### config.mk
export PLATFORM = sky130hd
export DESIGN_NAME = bracket_nesting_checker_core
export DESIGN_NICKNAME = d
export VERILOG_FILES = /design/src/rtl/core/bnc_pkg.sv /design/src/rtl/core/bracket_nesting_checker_core.sv /design/src/rtl/core/bnc_cell.sv
export SDC_FILE = /design/constraint.sdc
export NUM_CORES = 1
export LEC_CHECK = 0
export CELL_PAD_IN_SITES_DETAIL_PLACEMENT = 1
export CELL_PAD_IN_SITES_GLOBAL_PLACEMENT = 1
export CORE_MARGIN = 5
export CORE_UTILIZATION = 48
export DETAILED_ROUTE_END_ITERATION = 16
export DONT_BUFFER_PORTS = 1
export PLACE_DENSITY_LB_ADDON = 0.1
export SYNTH_ARGS = -nofsm -noshare
export SYNTH_HDL_FRONTEND = slang
export SYNTH_SLANG_ARGS = --single-unit
### constraint.sdc
create_clock -name clk_i -period 5.6 [get_ports clk_i]
set_input_delay 0 -clock clk_i [delete_from_list [all_inputs] [get_ports clk_i]]
set_output_delay 0 -clock clk_i [all_outputs]
set_load 0.01 [all_outputs]
### src/rtl/core/bnc_pkg.sv
package bnc_pkg;

  // Stack geometry
  localparam int unsigned STACK_DEPTH = 32;
  localparam int unsigned LEVEL_W     = $clog2(STACK_DEPTH + 1);

  // Bracket characters
  localparam logic [7:0] CH_OPEN_ROUND   = 8'h28;  // (
  localparam logic [7:0] CH_OPEN_SQUARE  = 8'h5B;  // [
  localparam logic [7:0] CH_OPEN_CURLY   = 8'h7B;  // {
  localparam logic [7:0] CH_OPEN_ANGLE   = 8'h3C;  // <
  localparam logic [7:0] CH_CLOSE_ROUND  = 8'h29;  // )
  localparam logic [7:0] CH_CLOSE_SQUARE = 8'h5D;  // ]
  localparam logic [7:0] CH_CLOSE_CURLY  = 8'h7D;  // }
  localparam logic [7:0] CH_CLOSE_ANGLE  = 8'h3E;  // >

  // Bracket type held in each stack cell
  typedef enum logic [1:0] {
    BR_ROUND  = 2'd0,
    BR_SQUARE = 2'd1,
    BR_CURLY  = 2'd2,
    BR_ANGLE  = 2'd3
  } bnc_bracket_e;

  // Report kind
  typedef enum logic [1:0] {
    KIND_BALANCED = 2'd0,
    KIND_CORRUPT  = 2'd1,
    KIND_CLOSE    = 2'd2,
    KIND_OVERFLOW = 2'd3
  } bnc_kind_e;

  // Character decode result
  typedef struct packed {
    logic         hit;
    bnc_bracket_e br;
  } bnc_decode_t;

  // Shift command to the cell chain
  typedef struct packed {
    logic push;
    logic pop;
  } bnc_shift_t;

  function automatic bnc_decode_t decode_opener(input logic [7:0] ch);
    bnc_decode_t d;
    d.hit = 1'b1;
    d.br  = BR_ROUND;
    unique case (ch)
      CH_OPEN_ROUND:  d.br = BR_ROUND;
      CH_OPEN_SQUARE: d.br = BR_SQUARE;
      CH_OPEN_CURLY:  d.br = BR_CURLY;
      CH_OPEN_ANGLE:  d.br = BR_ANGLE;
      default:        d.hit = 1'b0;
    endcase
    return d;
  endfunction

  function automatic bnc_decode_t decode_closer(input logic [7:0] ch);
    bnc_decode_t d;
    d.hit = 1'b1;
    d.br  = BR_ROUND;
    unique case (ch)
      CH_CLOSE_ROUND:  d.br = BR_ROUND;
      CH_CLOSE_SQUARE: d.br = BR_SQUARE;
      CH_CLOSE_CURLY:  d.br = BR_CURLY;
      CH_CLOSE_ANGLE:  d.br = BR_ANGLE;
      default:         d.hit = 1'b0;
    endcase
    return d;
  endfunction

  function automatic logic [7:0] closer_char(input bnc_bracket_e br);
    logic [7:0] c;
    unique case (br)
      BR_ROUND:  c = CH_CLOSE_ROUND;
      BR_SQUARE: c = CH_CLOSE_SQUARE;
      BR_CURLY:  c = CH_CLOSE_CURLY;
      BR_ANGLE:  c = CH_CLOSE_ANGLE;
      default:   c = CH_CLOSE_ROUND;
    endcase
    return c;
  endfunction

endpackage

### src/rtl/core/bracket_nesting_checker_core.sv
// Bracket nesting checker.
// Input channel: char_code_i / line_end_i under in_valid_i, in_stall_o. A
// transaction moves when valid is high and stall is low. One character is
// taken per cycle while scanning, a line end only if the output is free.
// Output channel: kind_o / char_code_out_o / last_o under out_valid_o,
// out_stall_i, held from a single output register.
// A line-ending character that ends in balanced, corrupted or overflow
// gives one report, valid the cycle after the transaction. If brackets
// remain open, the state moves to drain and the completing closers follow
// from the output register, one per cycle while it is free, top of stack
// first; the input stalls in drain as the cells shift up one entry each.
// The stack is a row of STACK_DEPTH cells that shift together: a push
// moves every entry down one cell, a pop moves every entry up one cell.
// A stall on the output holds the current result and stops the drain; a
// line-ending character is then refused, others still go in while scanning.
// Reset clears level, marks, state and the output valid; stack cell
// contents are not cleared and need no clearing pass.
module bracket_nesting_checker_core
  import bnc_pkg::*;
(
  input  logic       clk_i,
  input  logic       rst_ni,
  input  logic       in_valid_i,
  output logic       in_stall_o,
  input  logic [7:0] char_code_i,
  input  logic       line_end_i,
  output logic       out_valid_o,
  input  logic       out_stall_i,
  output logic [1:0] kind_o,
  output logic [7:0] char_code_out_o,
  output logic       last_o
);

  typedef enum logic {
    ST_SCAN,
    ST_DRAIN
  } state_e;

  state_e             state_q, state_d;
  logic [LEVEL_W-1:0] level_q, level_d;
  logic               corrupt_q, corrupt_d;
  logic               ovf_q, ovf_d;
  logic [7:0]         bad_q, bad_d;
  logic               out_valid_q, out_valid_d;
  bnc_kind_e          kind_q, kind_d;
  logic [7:0]         out_char_q, out_char_d;
  logic               last_q, last_d;

  bnc_shift_t   shift;
  bnc_bracket_e cell_br [STACK_DEPTH];
  bnc_decode_t  op_dec, cl_dec;
  logic         out_free, accept, active;
  logic         push_ok, pop_ok, ovf_set, corrupt_set;
  logic         ovf_n, corrupt_n;
  logic [7:0]   bad_n;
  logic [LEVEL_W-1:0] level_n;

  // Output register can take a new result this cycle
  assign out_free   = !out_valid_q || !out_stall_i;
  assign in_stall_o = (state_q == ST_DRAIN) || (line_end_i && !out_free);
  assign accept     = in_valid_i && !in_stall_o;

  // Character classification and stack update
  always_comb begin
    op_dec      = decode_opener(char_code_i);
    cl_dec      = decode_closer(char_code_i);
    active      = accept && !corrupt_q && !ovf_q;
    ovf_set     = active && op_dec.hit && (level_q == LEVEL_W'(STACK_DEPTH));
    push_ok     = active && op_dec.hit && (level_q != LEVEL_W'(STACK_DEPTH));
    pop_ok      = active && cl_dec.hit && (level_q != '0) && (cell_br[0] == cl_dec.br);
    corrupt_set = active && cl_dec.hit && !pop_ok;
    ovf_n       = ovf_q || ovf_set;
    corrupt_n   = corrupt_q || corrupt_set;
    bad_n       = corrupt_set ? char_code_i : bad_q;
    level_n     = level_q;
    if (push_ok) begin
      level_n = level_q + LEVEL_W'(1);
    end else if (pop_ok) begin
      level_n = level_q - LEVEL_W'(1);
    end
  end

  // Control and report sequencing
  always_comb begin
    state_d     = state_q;
    level_d     = level_q;
    corrupt_d   = corrupt_q;
    ovf_d       = ovf_q;
    bad_d       = bad_q;
    out_valid_d = out_valid_q && out_stall_i;
    kind_d      = kind_q;
    out_char_d  = out_char_q;
    last_d      = last_q;
    shift.push  = push_ok;
    shift.pop   = pop_ok;

    unique case (state_q)
      ST_SCAN: begin
        if (accept) begin
          level_d   = level_n;
          corrupt_d = corrupt_n;
          ovf_d     = ovf_n;
          bad_d     = bad_n;
          if (line_end_i) begin
            if (ovf_n || corrupt_n || (level_n == '0)) begin
              out_valid_d = 1'b1;
              last_d      = 1'b1;
              if (ovf_n) begin
                kind_d     = KIND_OVERFLOW;
                out_char_d = '0;
              end else if (corrupt_n) begin
                kind_d     = KIND_CORRUPT;
                out_char_d = bad_n;
              end else begin
                kind_d     = KIND_BALANCED;
                out_char_d = '0;
              end
              level_d   = '0;
              corrupt_d = 1'b0;
              ovf_d     = 1'b0;
              bad_d     = '0;
            end else begin
              state_d = ST_DRAIN;
            end
          end
        end
      end
      ST_DRAIN: begin
        // One completing closer per cycle from the top cell while output is free
        if (out_free) begin
          out_valid_d = 1'b1;
          kind_d      = KIND_CLOSE;
          out_char_d  = closer_char(cell_br[0]);
          last_d      = (level_q == LEVEL_W'(1));
          shift.pop   = 1'b1;
          level_d     = level_q - LEVEL_W'(1);
          if (level_q == LEVEL_W'(1)) begin
            state_d = ST_SCAN;
          end
        end
      end
      default: state_d = ST_SCAN;
    endcase
  end

  always_ff @(posedge clk_i or negedge rst_ni) begin
    if (!rst_ni) begin
      state_q     <= ST_SCAN;
      level_q     <= '0;
      corrupt_q   <= 1'b0;
      ovf_q       <= 1'b0;
      bad_q       <= '0;
      out_valid_q <= 1'b0;
      kind_q      <= KIND_BALANCED;
      out_char_q  <= '0;
      last_q      <= 1'b0;
    end else begin
      state_q     <= state_d;
      level_q     <= level_d;
      corrupt_q   <= corrupt_d;
      ovf_q       <= ovf_d;
      bad_q       <= bad_d;
      out_valid_q <= out_valid_d;
      kind_q      <= kind_d;
      out_char_q  <= out_char_d;
      last_q      <= last_d;
    end
  end

  // Cell chain, cell 0 is the top of the stack
  for (genvar i = 0; i < STACK_DEPTH; i++) begin : g_cell
    bnc_bracket_e upper, lower;
    if (i == 0) begin : g_top
      assign upper = op_dec.br;
    end else begin : g_mid
      assign upper = cell_br[i-1];
    end
    if (i == STACK_DEPTH - 1) begin : g_bottom
      assign lower = cell_br[i];
    end else begin : g_inner
      assign lower = cell_br[i+1];
    end
    bnc_cell u_cell (
      .clk_i   (clk_i),
      .shift_i (shift),
      .upper_i (upper),
      .lower_i (lower),
      .br_o    (cell_br[i])
    );
  end

  assign out_valid_o     = out_valid_q;
  assign kind_o          = kind_q;
  assign char_code_out_o = out_char_q;
  assign last_o          = last_q;

endmodule

### src/rtl/core/bnc_cell.sv
module bnc_cell
  import bnc_pkg::*;
(
  input  logic         clk_i,
  input  bnc_shift_t   shift_i,
  input  bnc_bracket_e upper_i,
  input  bnc_bracket_e lower_i,
  output bnc_bracket_e br_o
);

  bnc_bracket_e br_q, br_d;

  // Push takes the entry above, pop takes the entry below
  always_comb begin
    br_d = br_q;
    if (shift_i.push) begin
      br_d = upper_i;
    end else if (shift_i.pop) begin
      br_d = lower_i;
    end
  end

  // Payload only, undefined until written
  always_ff @(posedge clk_i) begin
    br_q <= br_d;
  end

  assign br_o = br_q;

endmodule
# Word-level counts from Yosys, hierarchy flattened

Cells that the tools add are included.

Flip-flop bits (word level): 93
Input port bits: 13
Output and inout port bits: 13
Word-level logic and storage cells: 210

Add/subtract/negate cells: 2
Equal/unequal tests: 19
Mux-type cells: 113
Bitwise logic cells: 1
Reduce and logical (&&, ||, !) cells: 34

Operators by type and width:

| cell                                                               | number |
|---|---|
| 2-bit two-way mux                                                  | 67 |
| 8-bit two-way mux                                                  | 9 |
| 6-bit two-way mux                                                  | 6 |
| 8-bit by 6-bit == test with 1-bit output, second input constant    | 4 |
| 8-bit by 7-bit == test with 1-bit output, second input constant    | 4 |
| 8-bit case mux with 4 select lines                                 | 1 |
| 1-bit two-way mux                                                  | 22 |
| 8-bit case mux with 2 select lines                                 | 1 |
| 1-bit logical AND                                                  | 12 |
| 2-bit case mux with 3 select lines                                 | 2 |
| 6-bit case mux with 2 select lines                                 | 1 |
| 4-bit OR reduction                                                 | 2 |
| 1-bit zero test                                                    | 7 |
| 6-bit by 1-bit adder with 6-bit output, second input constant      | 1 |
| 6-bit by 1-bit == test with 1-bit output, second input constant    | 1 |
| 6-bit == test, second input constant                               | 1 |
| 6-bit zero test                                                    | 1 |
| 1-bit logical OR                                                   | 6 |
| 2-bit inequality test, second input constant                       | 3 |
| 6-bit inequality test, second input constant                       | 1 |
| 1-bit case mux with 2 select lines                                 | 3 |
| 6-bit nonzero test                                                 | 1 |
| 6-bit by 1-bit subtractor with 6-bit output, second input constant | 1 |
| 2-bit == test, second input constant                               | 2 |
| 9 further kinds                                                    | 10 |

# Logic depth before layout (Yosys ltp)

Word-level depth: 21
Mapped depth: 14
Gate-level depth less buffers: 11

# Modules after synthesis

A second synthesis with hierarchy kept.

Cells, all modules: 404
Area total of the unflattened synthesis: 5,046.1 µm²

By module, submodules not included:

| module                       | times used | cells each | area an instance (µm²) | sequential area each (µm²) |
|---|---|---|---|---|
| bnc_cell                     | 32         | 5          | 88.8                   | 60.1 |
| bracket_nesting_checker_core | 1          | 244        | 2,203.4                | 725.7 |

# Worst setup path after synthesis

OpenSTA, ideal clock, no wires.

Path type: reg-to-reg
Start point: reg level_q[0]
End point: reg g_cell[0].u_cell.br_q[0] (enable)
Setup time: 0.679 ns
Data arrival time: 2.800 ns
Required time: 4.921 ns
Setup slack: 2.121 ns
Stages on the path, launching flop included: 9
Period minus slack after synthesis: 3.479 ns
Path through: dfrtp_1 -> inv_1 -> ha_1 -> or3b_1 -> buf_2 -> nor3_4 -> nor3_2 -> a31oi_2 -> nand2_1

Word-level cells in the longest chain between the ends: 6

Ends and longest elaborated chain:

| element                                 | line                                | text |
|---|---|---|
| from (decl)                             | bracket_nesting_checker_core.sv:40  | `logic [LEVEL_W-1:0] level_q, level_d;` |
| from (signal assigned)                  | bracket_nesting_checker_core.sv:159 | `level_q <= level_d;` |
| 6-bit nonzero test                      | bracket_nesting_checker_core.sv:70  | `pop_ok = active && cl_dec.hit && (level_q != '0) && (cell_br[0] == cl_dec.br);` |
| 1-bit logical AND (2 in series)         | bracket_nesting_checker_core.sv:70  |  |
| 1-bit two-way mux                       | bracket_nesting_checker_core.sv:130 | `if (out_free) begin` |
| 1-bit two-way mux                       | bracket_nesting_checker_core.sv:97  | `unique case (state_q)` |
| 2-bit nonzero test (no source line) (*) | -                                   |  |
| to (signal assigned)                    | bnc_cell.sv:25                      | `br_q <= br_d;` |
| to (decl)                               | bnc_cell.sv:11                      | `bnc_bracket_e br_q, br_d;` |

Every way passes the cells marked *; elsewhere a longest branch is shown, timed or not.
A chain may end at the register's enable or synchronous reset.

# Worst setup path in the final report

Start point: reg level_q[0]
End point: reg bad_q[5]

Word-level cells in the longest chain between the ends: 10

Ends and longest elaborated chain:

| element                                                                                             | line                                | text |
|---|---|---|
| parallel branches: the longest is 9 deep, another holds 6-bit by 1-bit subtractor with 6-bit output | -                                   |  |
| 8-bit two-way mux (*)                                                                               | bracket_nesting_checker_core.sv:104 | `if (line_end_i) begin` |
| to (signal assigned)                                                                                | bracket_nesting_checker_core.sv:152 | `bad_q <= '0;` |
| to (signal assigned)                                                                                | bracket_nesting_checker_core.sv:162 | `bad_q <= bad_d;` |
| to (decl)                                                                                           | bracket_nesting_checker_core.sv:43  | `logic [7:0] bad_q, bad_d;` |

Every way passes the cells marked *.

==> out/qor.txt <==
run status = finished, final reports clean
number of diodes = 0
Post-CTS Setup Inserts = 0
Worst Hold Class = input port to flip-flop
Post-CTS Resized = 0
Cell Count, Final, Fillers Out = 508
critical path arrival = 3.97 ns
Die H = 110 um
area of the multi-input gates = 2050 um2
Worst setup SP type = flip-flop
Worst setup startpoint = level_q[0]$_DFFE_PN0P_
post-synth net total = 389
vias in the first global route = 3051
PwrDens = 381 nW/um2
Placeable Area = 9770 um2
number of synthesized flops with an enable pin = 64
commonest cells in the netlist = edfxtp_1, mux2_2, dfrtp_1, nand2_1, nor2_1
Worst R2R Start = level_q[0]$_DFFE_PN0P_
drt initial violations = 109
total gr overflow = 0
critical path class = flip-flop to flip-flop
drt drc = 0
routed wire length per instance = 18.6 um
layout cell share with drive strength beyond 1 = 0.285
hold depth = 3
CP required = 5.82 ns
Seq/Total Area, Yosys = 0.548
initial antenna violation count = 0
leading area contributor after synthesis = edfxtp_1
Clock Latency Late Sink = 0.36 ns
Post-DP HPWL = 6.47 mm
clk root buf = clkbuf_8
Synthesis Warnings = 0
GPL Wtd Cong = 0.859
antenna-violating nets left = 0
Final period util = 0.670
wirelength, routed = 9.44 mm
Die ar. = 12200 um2
Die W = 110 um
via count = 2903
DR pass1 iterations = 4
unique cell type count in the Yosys netlist = 65
top cell type's share of synthesized area = 0.398
Worst R2R Path Depth = 11
Worst Tran Pin Value = 1.26 ns
H-tree depth = 3
Slew headroom = 0.153
Hold Path Origin = char_code_i[7]
global-route wire length before repair = 15.8 mm
clock sinks = 93
Max Freq = 266 MHz
min Tclk post-route = 3.75 ns
register bit total from synthesis = 93
Async S/R FF share, synth = 0.312
nets = 390
Worst Setup End Kind = flip-flop
setup TNS = 0 ns
# IOs = 26
Clock Path Buffers = 2
Reg area = 2650 um2
syn_area_per_cell = 13.1 um2
# setup viols final = 0
Layout area overhead = 7.75%
top post-synthesis cells by area = edfxtp_1, dfrtp_1, mux2_2
Via-to-Cell Ratio = 5.71
CTS tree = yes
maxcap violations = 0
Total GRT Usage = 0.170
RSZ-0062 raised after global routing = no
number of port buffers = 0
Row Count = 36
Synth Instances = 369
Slew Viols, Final = 0
Fin Clk Skew = 0.00921 ns
CTS Buf Count = 9
Leakage = 1.90 nW
Main synth FF type = edfxtp_1
Inst Count DP = 483
maximum VDD drop = 257 uV
synthesized cell area = 4830 um2
Layout fillers = 987
worst-path fanout max = 23
Initial Util = 0.494
Final Hold Vio Count = 0
top-count cell post-synth = edfxtp_1
clock-pin slew on the worst setup and hold paths = 0.09 ns
largest net degree at the start of global routing = 55
-- state kept, by name (all words and copies together), names as in the netlist --
register,cells
last_o,1
out_valid_o,1
level_q,6
bad_q,8
g_cell.u_cell.br_o,64
corrupt_q,1
char_code_out_o,8
kind_o,2
state_q,1
ovf_q,1
-- layer usage --
layer  part of all wire  GRT usage  vias up
met5                  0          0        -
met4              0.017     0.0712        0
met3              0.044     0.0332       10
met2               0.47      0.272       48
met1               0.47      0.226     1456
li1                   -          -     1389
-- worst paths after layout --
path                                                  endpoint  slack, ns
hold / removal              g_cell[0].u_cell.br_o[0]$_DFFE_PP_       0.03
hold reg to reg            g_cell[31].u_cell.br_o[0]$_DFFE_PN_       0.46
min in group asynchronous               level_q[4]$_DFFE_PN0P_       0.09
setup / recovery                          bad_q[5]$_DFFE_PN0P_       1.85
setup reg to reg                          bad_q[5]$_DFFE_PN0P_       1.85
max in group asynchronous       char_code_out_o[5]$_DFFE_PN0P_       5.34
-- per-stage QoR --
stage               utilization  power [mW]  hold WS [ns]  area [um2]  worst slack, ns
floorplan                     -        1.45        -0.296        4830             2.12
global placement          0.503        1.55        -0.295        4920             1.92
detailed placement        0.503        1.57        -0.295        4920             1.84
CTS                       0.532        2.01        0.0117        5200             1.83
global route              0.532        2.11        0.0178        5200             1.53
finish                    0.532        1.98        0.0322        5200             1.85
-- power by group --
part / internal (mW) / total (mW) / leakage [nW] / switching, mW
clock: 0.186 / 0.420 / 0.0953 / 0.235
sequential: 0.936 / 1.08 / 0.977 / 0.141
combinational: 0.228 / 0.485 / 0.831 / 0.257
-- cell families after synthesis --
group / Yosys count / share of synthesized area
xor+xnor: 5 / 0.0106
compound gates: 57 / 0.0853
mux: 78 / 0.189
flops: 93 / 0.548
simple gates: 98 / 0.118
buf+inv: 31 / 0.0298
fa+ha+maj: 7 / 0.0181
-- what timing repair did --
action                                  4_1_cts  5_1_grt
endpoints found under the setup margin        0        0
hold endpoints to repair                     46        0
hold buffers                                  9        0
-- layout by cell type (no fill, tap or decap), types with 8 or more instances in the layout --
cell type,n
edfxtp_1,64
o21ai_0,16
nor2_1,21
nand3_1,8
a21oi_1,10
dlygate4sd3_1,8
dfrtp_1,29
clkbuf_8,11
mux2_4,9
nand2_1,20
mux2_2,61
inv_1,9
-- cell type report --
type,instances,area share
Clock buffer,11,0.0291
Clock inverter,5,0.00673
Inverter,9,0.00649
Multi-Input combinational cell,245,0.393
Sequential cell,93,0.509
Tap cell,133,0.0320
Timing Repair Buffer,12,0.0236
-- critical path: stages, from the launching register on --
cell and delay (ns):
dfrtp_1 0.48, inv_1 0.14, ha_1 0.25, or3b_1 0.34, nor3_4 0.08, nor3_4 0.79
a41oi_1 0.21, o21a_1 0.16, a31oi_2 0.22, a41oi_2 0.21, nor2b_1 0.59, nor2_1 0.12
Power figures use the tool's default switching activity.
